===== src/hw/rtl/stl_pkg.sv =====
// Shared types and constants for the source text lexer.
// No dependencies.
`default_nettype none
package stl_pkg;
	localparam int WORD_MAX = 32;
	localparam int LEN_W = $clog2(WORD_MAX + 1);
	localparam int IDX_W = $clog2(WORD_MAX);
	localparam int KW_COUNT = 12;
	localparam int QDEPTH = 4;
	localparam logic [30:0] VAL_MAX = 31'h7FFF_FFFF;

	typedef enum logic [2:0] {
		CLS_OP = 3'd0, CLS_SEP = 3'd1, CLS_KW = 3'd2, CLS_STR = 3'd3,
		CLS_INT = 3'd4, CLS_FLT = 3'd5, CLS_ID = 3'd6
	} cls_t;

	typedef struct packed {
		logic [7:0] ch;
		logic       line_end;
	} in_t;

	typedef struct packed {
		logic [2:0]  token_class;
		logic [7:0]  lexeme_byte;
		logic        last;
		logic [3:0]  keyword_index;
		logic [30:0] int_value;
		logic        truncated;
	} out_t;

	// Command from front to back: emit buffered word, then optional single token.
	typedef struct packed {
		logic             word;
		logic [LEN_W-1:0] len;
		logic [2:0]       cls;
		logic [3:0]       kw;
		logic [30:0]      val;
		logic             trunc;
		logic             tok;
		logic             tok_op;
		logic [7:0]       tok_ch;
	} cmd_t;

	typedef enum logic [1:0] {
		BK_IDLE, BK_WORD, BK_TOK
	} bk_state_t;

	function automatic logic [3:0] kw_len(input logic [3:0] k);
		case (k)
			4'd0: kw_len = 4'd3;  4'd1: kw_len = 4'd5;  4'd2: kw_len = 4'd9;
			4'd3: kw_len = 4'd7;  4'd4: kw_len = 4'd6;  4'd5: kw_len = 4'd9;
			4'd6: kw_len = 4'd5;  4'd7: kw_len = 4'd5;  4'd8: kw_len = 4'd6;
			4'd9: kw_len = 4'd3;  4'd10: kw_len = 4'd4; 4'd11: kw_len = 4'd5;
			default: kw_len = 4'd0;
		endcase
	endfunction

	function automatic logic [71:0] kw_text(input logic [3:0] k);
		case (k)
			4'd0: kw_text = {"nic", 48'h0};
			4'd1: kw_text = {"dycha", 32'h0};
			4'd2: kw_text = "przecinek";
			4'd3: kw_text = {"binarna", 16'h0};
			4'd4: kw_text = {"sta", 8'hC5, 8'h82, "a", 24'h0};
			4'd5: kw_text = {"przesta", 8'hC5, 8'h84};
			4'd6: kw_text = {"dalej", 32'h0};
			4'd7: kw_text = {"jesli", 32'h0};
			4'd8: kw_text = {"dopoki", 24'h0};
			4'd9: kw_text = {"dla", 48'h0};
			4'd10: kw_text = {"liga", 40'h0};
			4'd11: kw_text = {"zwroc", 32'h0};
			default: kw_text = 72'h0;
		endcase
	endfunction
endpackage
`default_nettype wire


===== src/hw/rtl/source_text_lexer.sv =====
// Source text lexer top level: front classifier, command queue, back emitter.
// Depends on stl_pkg, stl_front, stl_queue, stl_back.
// A flushing input beat's command passes the command queue, back state and output register.
// Input takes one beat per cycle while the back is idle and the queue is empty; a queued
// word or token holds input (full) until the back has emitted it.
// Reset: asynchronous, clears all control state; buffer contents are not cleared.
`default_nettype none
module source_text_lexer (
	input  wire logic          clk,
	input  wire logic          arst_n,
	input  wire logic          push,
	output logic               full,
	input  wire stl_pkg::in_t  in_data,
	output logic               empty,
	input  wire logic          pop,
	output stl_pkg::out_t      out_data
);
	logic q_full, q_push, q_empty, q_pop, busy, wr_en;
	stl_pkg::cmd_t wcmd, rcmd;
	logic [stl_pkg::IDX_W-1:0] wr_addr;
	logic [7:0] wr_data;

	stl_front u_front (
		.clk, .arst_n, .push, .full, .in_data, .q_full, .q_push, .q_cmd(wcmd),
		.busy, .wr_en, .wr_addr, .wr_data
	);
	stl_queue u_queue (
		.clk, .arst_n, .wr(q_push), .wdata(wcmd), .full(q_full),
		.rd(q_pop), .empty(q_empty), .rdata(rcmd)
	);
	stl_back u_back (
		.clk, .arst_n, .wr_en, .wr_addr, .wr_data, .q_empty, .q_cmd(rcmd),
		.q_pop, .busy, .empty, .pop, .out_data
	);
endmodule
`default_nettype wire


===== src/hw/rtl/stl_front.sv =====
// Front end: classifies bytes, builds word state, writes word bytes, issues commands.
// Depends on stl_pkg.
`default_nettype none
module stl_front (
	input  wire logic                       clk,
	input  wire logic                       arst_n,
	input  wire logic                       push,
	output logic                            full,
	input  wire stl_pkg::in_t               in_data,
	input  wire logic                       q_full,
	output logic                            q_push,
	output stl_pkg::cmd_t                   q_cmd,
	input  wire logic                       busy,
	output logic                            wr_en,
	output logic [stl_pkg::IDX_W-1:0]       wr_addr,
	output logic [7:0]                      wr_data
);
	logic [stl_pkg::LEN_W-1:0] len_q;
	logic skip_q, ovf_q, digits_q;
	logic [1:0] dots_q;
	logic [30:0] val_q;
	logic [stl_pkg::KW_COUNT-1:0] kwm_q;
	logic [7:0] first_q, last_q;

	logic [7:0] c;
	logic is_op, is_sep, is_skip, is_ws, flush, acc, app, fits;
	logic found;
	logic [3:0] kw;
	logic [2:0] cls;
	logic [34:0] nv;
	logic [3:0] d;

	assign c = in_data.ch;
	always_comb begin
		is_op = 1'b0;
		is_sep = 1'b0;
		case (c) inside
			"=", "+", "-", "*", "/", "&", "|", ">", "<": is_op = 1'b1;
			";", "[", "]", "{", "}", ":", "(", ")", ",": is_sep = 1'b1;
			default: ;
		endcase
	end
	assign is_skip = (c == "#") || (c == 8'h0A);
	assign is_ws = (c == " ") || (c == 8'h09) || (c == 8'h0B) || (c == 8'h0D);

	// Back must have drained the word buffer before it is reused.
	assign full = q_full || busy;
	assign acc = push && !full;
	assign flush = in_data.line_end || (!skip_q && (is_skip || is_ws || is_op || is_sep));
	assign app = !in_data.line_end && !skip_q && !flush;
	assign fits = !ovf_q && (len_q < stl_pkg::LEN_W'(stl_pkg::WORD_MAX));

	always_comb begin
		found = 1'b0;
		kw = 4'd0;
		for (int k = stl_pkg::KW_COUNT - 1; k >= 0; k--) begin
			if (kwm_q[k] && !ovf_q && (stl_pkg::LEN_W'(stl_pkg::kw_len(4'(k))) == len_q)) begin
				found = 1'b1;
				kw = 4'(k);
			end
		end
		if (found) cls = stl_pkg::CLS_KW;
		else if ((len_q >= stl_pkg::LEN_W'(2) || ovf_q) && first_q == "\"" && last_q == "\"")
			cls = stl_pkg::CLS_STR;
		else if (digits_q && dots_q == 2'd0) cls = stl_pkg::CLS_INT;
		else if (digits_q && dots_q == 2'd1) cls = stl_pkg::CLS_FLT;
		else cls = stl_pkg::CLS_ID;
	end

	always_comb begin
		q_cmd.word = (len_q != '0);
		q_cmd.len = len_q;
		q_cmd.cls = cls;
		q_cmd.kw = found ? kw : 4'd0;
		q_cmd.val = (cls == stl_pkg::CLS_INT) ? val_q : 31'd0;
		q_cmd.trunc = ovf_q;
		q_cmd.tok = !in_data.line_end && !skip_q && (is_op || is_sep);
		q_cmd.tok_op = is_op;
		q_cmd.tok_ch = c;
	end
	assign q_push = acc && flush && (q_cmd.word || q_cmd.tok);

	assign wr_en = acc && app && fits;
	assign wr_addr = len_q[stl_pkg::IDX_W-1:0];
	assign wr_data = c;

	assign d = c[3:0];
	assign nv = val_q * 4'd10 + d;

	always_ff @(posedge clk or negedge arst_n) begin
		if (!arst_n) begin
			len_q <= '0; skip_q <= 1'b0; ovf_q <= 1'b0; digits_q <= 1'b1;
			dots_q <= 2'd0; val_q <= 31'd0; kwm_q <= '1; first_q <= 8'd0; last_q <= 8'd0;
		end else if (acc) begin
			if (in_data.line_end) skip_q <= 1'b0;
			else if (!skip_q && is_skip) skip_q <= 1'b1;
			if (flush) begin
				len_q <= '0; ovf_q <= 1'b0; digits_q <= 1'b1; dots_q <= 2'd0;
				val_q <= 31'd0; kwm_q <= '1; first_q <= 8'd0; last_q <= 8'd0;
			end else if (app) begin
				if (len_q == '0 && !ovf_q) first_q <= c;
				last_q <= c;
				if (fits) begin
					for (int k = 0; k < stl_pkg::KW_COUNT; k++) begin
						if (!((len_q < stl_pkg::LEN_W'(stl_pkg::kw_len(4'(k)))) &&
						      (stl_pkg::kw_text(4'(k)) >> (8 * (8 - 32'(len_q))) & 72'hFF)
						      == 72'(c)))
							kwm_q[k] <= 1'b0;
					end
					len_q <= len_q + 1'b1;
				end else begin
					ovf_q <= 1'b1;
					kwm_q <= '0;
				end
				if (c >= "0" && c <= "9") begin
					if (nv > 35'(stl_pkg::VAL_MAX)) val_q <= stl_pkg::VAL_MAX;
					else val_q <= nv[30:0];
				end else if (c == ".") begin
					if (dots_q != 2'd2) dots_q <= dots_q + 2'd1;
				end else begin
					digits_q <= 1'b0;
				end
			end
		end
	end
endmodule
`default_nettype wire


===== src/hw/rtl/stl_queue.sv =====
// Short command queue between front and back.
// Depends on stl_pkg.
`default_nettype none
module stl_queue (
	input  wire logic          clk,
	input  wire logic          arst_n,
	input  wire logic          wr,
	input  wire stl_pkg::cmd_t wdata,
	output logic               full,
	input  wire logic          rd,
	output logic               empty,
	output stl_pkg::cmd_t      rdata
);
	localparam int AW = $clog2(stl_pkg::QDEPTH);
	stl_pkg::cmd_t mem_q [stl_pkg::QDEPTH];
	logic [AW-1:0] wp_q, rp_q;
	logic [AW:0] cnt_q;

	assign full = (cnt_q == (AW+1)'(stl_pkg::QDEPTH));
	assign empty = (cnt_q == '0);
	assign rdata = mem_q[rp_q];

	always_ff @(posedge clk) begin
		if (wr && !full) mem_q[wp_q] <= wdata;
	end
	always_ff @(posedge clk or negedge arst_n) begin
		if (!arst_n) begin
			wp_q <= '0; rp_q <= '0; cnt_q <= '0;
		end else begin
			if (wr && !full) wp_q <= wp_q + 1'b1;
			if (rd && !empty) rp_q <= rp_q + 1'b1;
			cnt_q <= cnt_q + (AW+1)'(wr && !full) - (AW+1)'(rd && !empty);
		end
	end
endmodule
`default_nettype wire


===== src/hw/rtl/stl_back.sv =====
// Back end: word buffer memory and byte emitter feeding a one-beat output register.
// Depends on stl_pkg.
`default_nettype none
module stl_back (
	input  wire logic                  clk,
	input  wire logic                  arst_n,
	input  wire logic                  wr_en,
	input  wire logic [stl_pkg::IDX_W-1:0] wr_addr,
	input  wire logic [7:0]            wr_data,
	input  wire logic                  q_empty,
	input  wire stl_pkg::cmd_t         q_cmd,
	output logic                       q_pop,
	output logic                       busy,
	output logic                       empty,
	input  wire logic                  pop,
	output stl_pkg::out_t              out_data
);
	logic [7:0] buf_q [stl_pkg::WORD_MAX];
	stl_pkg::bk_state_t st_q, st_d;
	logic [stl_pkg::LEN_W-1:0] idx_q;
	logic [7:0] rd_q;
	logic ovld_q;
	stl_pkg::out_t o_q;
	logic slot, emit, lastb;
	logic [stl_pkg::LEN_W-1:0] ridx;

	assign slot = !ovld_q || pop;
	assign lastb = (idx_q + 1'b1 == q_cmd.len);

	always_comb begin
		st_d = st_q;
		unique case (st_q)
			stl_pkg::BK_IDLE:
				if (!q_empty) st_d = q_cmd.word ? stl_pkg::BK_WORD : stl_pkg::BK_TOK;
			stl_pkg::BK_WORD:
				if (slot && lastb) st_d = q_cmd.tok ? stl_pkg::BK_TOK : stl_pkg::BK_IDLE;
			stl_pkg::BK_TOK:
				if (slot) st_d = stl_pkg::BK_IDLE;
			default: st_d = stl_pkg::BK_IDLE;
		endcase
	end

	always_comb begin
		emit = 1'b0;
		q_pop = 1'b0;
		ridx = idx_q;
		unique case (st_q)
			stl_pkg::BK_IDLE: ridx = '0;
			stl_pkg::BK_WORD: begin
				emit = slot;
				q_pop = slot && lastb && !q_cmd.tok;
				ridx = slot ? idx_q + 1'b1 : idx_q;
			end
			stl_pkg::BK_TOK: begin
				emit = slot;
				q_pop = slot;
			end
			default: ;
		endcase
	end
	assign busy = (st_q != stl_pkg::BK_IDLE) || !q_empty;

	always_ff @(posedge clk) begin
		if (wr_en) buf_q[wr_addr] <= wr_data;
		rd_q <= buf_q[ridx[stl_pkg::IDX_W-1:0]];
	end

	always_ff @(posedge clk or negedge arst_n) begin
		if (!arst_n) begin
			st_q <= stl_pkg::BK_IDLE; idx_q <= '0; ovld_q <= 1'b0;
		end else begin
			st_q <= st_d;
			if (st_q == stl_pkg::BK_IDLE) idx_q <= '0;
			else if (st_q == stl_pkg::BK_WORD && slot) idx_q <= idx_q + 1'b1;
			if (emit) ovld_q <= 1'b1;
			else if (pop) ovld_q <= 1'b0;
		end
	end

	always_ff @(posedge clk) begin
		if (emit) begin
			if (st_q == stl_pkg::BK_WORD) begin
				o_q.token_class <= q_cmd.cls;
				o_q.lexeme_byte <= rd_q;
				o_q.last <= lastb;
				o_q.keyword_index <= q_cmd.kw;
				o_q.int_value <= lastb ? q_cmd.val : 31'd0;
				o_q.truncated <= q_cmd.trunc;
			end else begin
				o_q.token_class <= q_cmd.tok_op ? stl_pkg::CLS_OP : stl_pkg::CLS_SEP;
				o_q.lexeme_byte <= q_cmd.tok_ch;
				o_q.last <= 1'b1;
				o_q.keyword_index <= 4'd0;
				o_q.int_value <= 31'd0;
				o_q.truncated <= 1'b0;
			end
		end
	end
	assign empty = !ovld_q;
	assign out_data = o_q;

	a_word_nonzero: assert property (@(posedge clk) disable iff (!arst_n)
		(st_q == stl_pkg::BK_WORD) |-> (q_cmd.len != '0))
		else $error("word command with zero length");
	a_idx_in_range: assert property (@(posedge clk) disable iff (!arst_n)
		(st_q == stl_pkg::BK_WORD) |-> (idx_q < q_cmd.len))
		else $error("index past word length");
	a_no_write_busy: assert property (@(posedge clk) disable iff (!arst_n)
		(st_q != stl_pkg::BK_IDLE) |-> !wr_en)
		else $error("buffer written while draining");
endmodule
`default_nettype wire

===== config.mk =====
export PLATFORM = sky130hd
export DESIGN_NAME = source_text_lexer
export DESIGN_NICKNAME = d
export VERILOG_FILES = /design/src/hw/rtl/stl_pkg.sv /design/src/hw/rtl/source_text_lexer.sv /design/src/hw/rtl/stl_front.sv /design/src/hw/rtl/stl_queue.sv /design/src/hw/rtl/stl_back.sv
export SDC_FILE = /design/constraint.sdc
export NUM_CORES = 1
export LEC_CHECK = 0
export BUFFER_PORTS_ARGS = -buffer_cell sky130_fd_sc_hd__buf_2
export CAP_MARGIN = 20
export CORE_AREA = 2 2 235 237
export DETAILED_ROUTE_END_ITERATION = 8
export DIE_AREA = 0 0 237 239
export PLACE_DENSITY = 0.74
export REMOVE_ABC_BUFFERS = 1
export SYNTH_ARGS = -nofsm -noshare
export SYNTH_HDL_FRONTEND = slang
export SYNTH_HIERARCHICAL = 1
export SYNTH_SLANG_ARGS = --single-unit

===== constraint.sdc =====
create_clock -name clk -period 4.9 [get_ports clk]
set_clock_uncertainty 0.05 [all_clocks]
set_input_delay 0.245 -clock clk [delete_from_list [all_inputs] [get_ports clk]]
set_output_delay 0.245 -clock clk [all_outputs]
set_load 0.005 [all_outputs]

==> Yosys cells after proc, flatten, opt, wreduce, memory -nomap -nowiden <==
Memories as Yosys holds them, arrays and structs flattened. A register that Yosys moved wholly into a read port is not among the register bits.
Cells that the tools add are included.
{ "word_totals": {"ff_bits": 134, "ramBits": 480, "in_bits": 13, "output_inout_bits": 50, "word_cells": 425, "memories": 2} }
{ "memory_table": {"columns": ["memory", "depth", "word_bits", "rd", "rd_ports_with_merged_regs", "wr", "line_no", "rtl"], "rows": [
  ["u_back.buf_q", 32, 8, 1, 1, 1, "stl_back.sv:18", "logic [7:0] buf_q [stl_pkg::WORD_MAX];"],
  ["u_queue.mem_q", 4, 56, 1, 0, 1, "stl_queue.sv:15", "stl_pkg::cmd_t mem_q [stl_pkg::QDEPTH];"]
]} }
{ "classes": {"addsub": 9, "multipliers": 1, "n_lt_le_gt_ge": 11, "eq_ne": 70, "shifts": 12, "muxes": 167, "n_reduce_logical": 121} }
{ "ops": {"columns": ["op", "count"], "rows": [
  ["72-bit two-way mux", 48],
  ["72-bit by 32-bit >> shifter with 8-bit output", 12],
  ["31-bit two-way mux", 6],
  ["4-bit two-way mux", 37],
  ["8-bit by 6-bit equality test with 1-bit output (second input constant)", 18],
  ["8-bit equality test", 12],
  ["1-bit logical AND", 58],
  ["3-bit AND reduction", 17],
  ["48-bit two-way mux", 1],
  ["1-bit two-way mux", 44],
  ["8-bit by 7-bit equality test with 1-bit output (second input constant)", 5],
  ["8-bit two-way mux", 5],
  ["6-bit by 4-bit less-than comparator with 1-bit output", 6],
  ["12-bit two-way mux", 3],
  ["3-bit by 2-bit inequality test with 1-bit output (second input constant)", 12],
  ["35-bit by 4-bit adder with 35-bit output", 1],
  ["35-bit by 31-bit greater-than comparator with 1-bit output (second input constant)", 1],
  ["31-bit by 3-bit multiplier with 34-bit output (second input constant)", 1],
  ["8-bit by 4-bit equality test with 1-bit output (second input constant)", 4],
  ["6-bit two-way mux", 5],
  ["3-bit by 6-bit equality test with 1-bit output (first input constant)", 4],
  ["2-bit two-way mux", 11],
  ["2-bit nonzero test", 10],
  ["9-bit OR reduction", 2],
  ["32 further kinds", 68]
]} }

==> Depth between registers and ports, before layout <==
{ "logic_depth": {"ltp_word": 21, "mapped_depth": 19, "mapped_depth_nobuf": 16} }

==> By module <==
Netlist, hierarchy kept.
{ "by_module_without_submodules": {"columns": ["mod", "instances", "cells_each", "area_each_um2", "seq_area_each_um2"], "rows": [
  ["stl_back", 1, 752, 12899.9, 9514.1],
  ["stl_queue", 1, 336, 8565.7, 6901.6],
  ["stl_front", 1, 994, 8023.9, 1767.9]
]} }

==> Worst setup path before layout <==
OpenSTA, ideal clock, no wires.
{ "synth_timing": {"kind": "input port to flip-flop", "from": "input port in_data[2] (netlist name)", "to": "memory u_queue/mem_q[1][0] (netlist name), enable pin", "setup_ns": 0.420, "arrival_ns": 3.796, "path_slack_ns": 0.634, "path_stages": 12, "path_buffers": 3, "cell_sequence": "clkbuf_1 > clkbuf_1 > a32oi_1 > o22ai_1 > o21ai_1 > a21oi_1 > a221o_1 > or2_0 > clkbuf_1 > and2_1 > o21a_1 > and3_1"} }
{ "synth_between": {"elab_chain_cells": 14, "word_cells_on_any_way": 46} }
{ "synth_rtl": {"columns": ["item", "line_no", "rtl"], "rows": [
  ["start: declaration", "source_text_lexer.sv:13", "input wire stl_pkg::in_t in_data,"],
  ["parallel branches: the longest is 10 deep, another holds 9-bit OR reduction", null, null],
  ["1-bit logical AND (*)", "stl_front.sv:81", "assign q_push = acc && flush && (q_cmd.word || q_cmd.tok);"],
  ["named net q_push", "source_text_lexer.sv:18", "logic q_full, q_push, q_empty, q_pop, busy, wr_en;"],
  ["1-bit logical AND (*)", "stl_queue.sv:24", "if (wr && !full) mem_q[wp_q] <= wdata;"],
  ["1-bit two-way mux (*)", "stl_queue.sv:24", null],
  ["1-bit two-way mux (not written as such) (*)", "stl_queue.sv:24", null],
  ["end: declaration", "stl_queue.sv:15", null]
]} }
Mark *: on every way through the listed nets, which the timed path passes.

==> Worst setup path after layout <==
{ "layout_timing": {"from": "register u_front.val_q[1]", "to": "register u_front.val_q[14]"} }
{ "layout_between": {"elab_chain_cells": 7} }
{ "layout_rtl": {"columns": ["item", "line_no", "rtl"], "rows": [
  ["start: declaration", "stl_front.sv:21", "logic [30:0] val_q;"],
  ["start signal: assignment", "stl_front.sv:116", "if (nv > 35'(stl_pkg::VAL_MAX)) val_q <= stl_pkg::VAL_MAX;"],
  ["start signal: assignment", "stl_front.sv:117", "else val_q <= nv[30:0];"],
  ["31-bit by 3-bit multiplier with 34-bit output (*)", "stl_front.sv:88", "assign nv = val_q * 4'd10 + d;"],
  ["35-bit by 4-bit adder with 35-bit output (*)", "stl_front.sv:88", null],
  ["35-bit by 31-bit greater-than comparator with 1-bit output", "stl_front.sv:116", null],
  ["31-bit two-way mux (*)", "stl_front.sv:116", null],
  ["31-bit two-way mux (*)", "stl_front.sv:115", "if (c >= \"0\" && c <= \"9\") begin"],
  ["31-bit two-way mux (*)", "stl_front.sv:100", "end else if (app) begin"],
  ["31-bit two-way mux (*)", "stl_front.sv:97", "if (flush) begin"]
]} }
Mark *: on every way between the ends. The rest lies on a longest branch, timed or not. The select of a mux whose other input is x is not followed.
A chain may end at the register's enable or synchronous reset.

==> flow_summary.ini <==
[routing]
finalWirelength_um = 67400
avgRoutedWirePerCell_um = 22.9
num_vias = 18200
dr.first_iter.drc_count = 1809
firstDrtPassIters = 9
route.antenna.remaining_nets = 0
viasPerCell = 6.21
drcViolationCount = 2

[status]
outcome = complete, but fails checks
violations = design-rule violations

[clocking]
cts_setup_buffers = 0
clock_sinks = 622
cts_buffers = 67
path_clk_slew_ns = 0.06
clk_latency_ns = 0.60
cts_buffer_depth = 3
cts_tree = built
htreeDepth = 3
cts_root_buffer = clkbuf_16

[critical_path]
crit_buf_inv = 0
path_max_fanout = 31
start_kind = flop
rr_startpoint = u_front/val_q[1]$_DFFE_PN0P_
cp-endpoint = u_front/val_q[14]$_DFFE_PN0P_
path_depth = 14
worst_path_most_repeated_cell = ha_1
crit_type = reg2reg
critPathSlowestCell = dfrtp_1
rrSetupSlack_ns = 0.31
cp_cell_sequence = ha_1, ha_1, fa_1, a21o_2, a221oi_2, o31ai_2, o211a_4, a211oi_4, nand4b_1, nor4_1, nand4_1, mux2i_1, o21a_4, a221o_1
slowest_delay_ns = 0.44
worst_setup_path_end_kind = flop
reg2reg_depth = 14
crit_path_start = u_front/val_q[1]$_DFFE_PN0P_
crit_family = compound AO/OA/AOI/OAI gates
arrival_ns = 5.00
reg2reg_to = u_front/val_q[14]$_DFFE_PN0P_
cp.required_ns = 5.32

[sta]
fin_crit_ns = 4.59
timing.fmax_ghz = 0.218
rsz0062_at_grt = false
tns_ns = 0
fin_ws_ns = 0.314
post-route-period-util_pct = 93.6
slew_violations = 0
hold_violations = 0
worst_slew_pin_slew_ns = 0.998
slew_headroom_pct = 33.4
setup_viol = 0

[final_layout]
seqCellArea_mm2 = 0.0182
drive_above_1_share_pct = 19.5
nets = 2271
multi_input_area_mm2 = 0.0104
fin_area_mm2 = 0.0330
fillers = 3998
syn2layout_area_growth_pct = 11.7

[pwr]
p_leak_nw = 11.7
powerDensity_mw_per_mm2 = 485
ir_worst_vdd_v = 0.000279
total_power_mw = 16.0

[placement]
post-dp-hpwl_um = 43800
dpl-instance-area_mm2 = 0.0306
globalplace.congestion = 0.887
io_buffer_count = 62
pre_cts_slack_ns = 0.310

[logic_synthesis]
ys_top_cells_by_area = edfxtp_1 (54%), dfrtp_1 (6.2%), mux4_2 (4.3%), ha_1 (3.3%), mux2i_1 (2.5%)
yosys_most_used_dff = edfxtp_1
ys_seq_elements = 622
synth-edff-count = 528
synth_top_area_share_pct = 53.8
yosysTopAreaCell = edfxtp_1
ys_top_cells_by_count = edfxtp_1 (528), nor2_1 (131), nand2_1 (114)
yosysMostFrequentCell = edfxtp_1
synth_area_per_cell_um2 = 14.2
postSynthCellCount = 2082
yosysWarnings = 6
synth_cell_types = 114
syn_area_mm2 = 0.0295
ys_seq_area_share_pct = 61.7
async_flop_share_pct = 13.8

[grt]
first_global_vias = 18100
grt_max_degree = 58
grt_pass1_wl_um = 104000
grt_util_all_layers_pct = 23.8
antenna_found_initial = 1
grt.overflow.total = 0

[die]
initial_core_util_pct = 54.3
pin_count = 63
core_mm2 = 0.0543
die_area_mm2 = 0.0566
core.rowCount = 86
die_x_um = 237
die_y_um = 239

[job]
timing.max_cap.violations = 0

[hold_path]
hp-class = in2reg
## registers in the layout, indices dropped and copies added (netlist names), 2 cells and up
register         flops
u_back/buf_q       256
u_back/idx_q         6
u_back/out_data     48
u_back/rd_q          8
u_back/st_q          2
u_front/dots_q       2
u_front/first_q      8
u_front/kwm_q       12
u_front/last_q       8
u_front/len_q        6
u_front/val_q       31
u_queue/cnt_q        3
u_queue/mem_q      224
u_queue/rp_q         2
u_queue/wp_q         2
## how the worst min path moves through the flow
stage / slack [ns] / to / depth (start not counted) / startpoint
after global routing: 0.03 / u_back/ovld_q$_DFFE_PN0P_ / 3 / pop
after CTS: 0.005 / u_back/ovld_q$_DFFE_PN0P_ / 3 / pop
after floorplan: -0.10 / u_back/idx_q[0]$_DFFE_PN0P_ / 0 / arst_n
after detailed placement: 0.20 / u_front/dots_q[0]$_DFFE_PN0P_ / 1 / arst_n
final: 0.04 / u_back/ovld_q$_DFFE_PN0P_ / 3 / pop
after global placement: 0.19 / u_front/dots_q[1]$_DFFE_PN0P_ / 1 / arst_n
## logic make-up after synthesis
logic type	after synthesis	synth area share (%)
flops	622	61.7
simple gates	530	9.52
compound gates	376	9.25
mux	205	9.66
buf+inv	166	3.31
xor+xnor	101	3.05
fa+ha+maj	82	3.55
## report_power, final
| part | switching, mW | leakage (nW) | internal, mW | total [mW] |
|---|---|---|---|---|
| clock | 2.06 | 1.08 | 2.96 | 5.02 |
| combinational | 2.50 | 4.76 | 1.83 | 4.33 |
| sequential | 0.325 | 5.84 | 6.30 | 6.63 |
## worst min-delay path, delay by kind of cell
family,cells,cell delay [ns]
buf+inv,1,0.13
simple gates,2,0.27
## per-layer routing
metal | track usage (%) | up-vias | part of all wire, %
li1 | - | 8248 | -
met1 | 32.5 | 9118 | 43
met2 | 38.8 | 717 | 48
met3 | 3.44 | 147 | 6.0
met4 | 9.36 | 0 | 3.4
met5 | 0 | - | 0
## cell usage in the layout, fill, tap and decap left out, drive strengths merged, types with 36 or more instances in the layout
master	count
clkbuf	91
edfxtp	528
nand2	115
a21oi	75
mux4	56
nor2	133
xor2	36
ha	78
and2	79
inv	39
dfrtp	73
xnor2	65
buf	150
mux2i	75
mux2	74
o21ai	74
## area by class of cell
class / count / share of cell area, %
tap: 704 / 2.67
inverter: 36 / 0.410
antenna: 1 / 0.00759
timing repair buffer: 156 / 3.52
clock buffer: 90 / 5.63
sequential: 622 / 55.2
clock inverter: 33 / 1.09
multi-input combinational: 1294 / 31.5
## what timing repair did
item / 4_1_cts / 5_1_grt
setup endpoints to repair: 0 / 21
hold buffers: 5 / 0
gates resized for setup: 0 / 2
endpoints found under the hold margin: 42 / 0
## metrics by stage
stage,hold WS (ns),util (%),std cells
floorplan,-0.101,-,1952
global placement,0.190,56.4,2805
detailed placement,0.199,56.4,2805
CTS,0.00478,60.6,2933
global route,0.0329,60.6,2935
finish,0.0405,60.6,2936
Note: power is estimated with default switching activity, not from simulation.
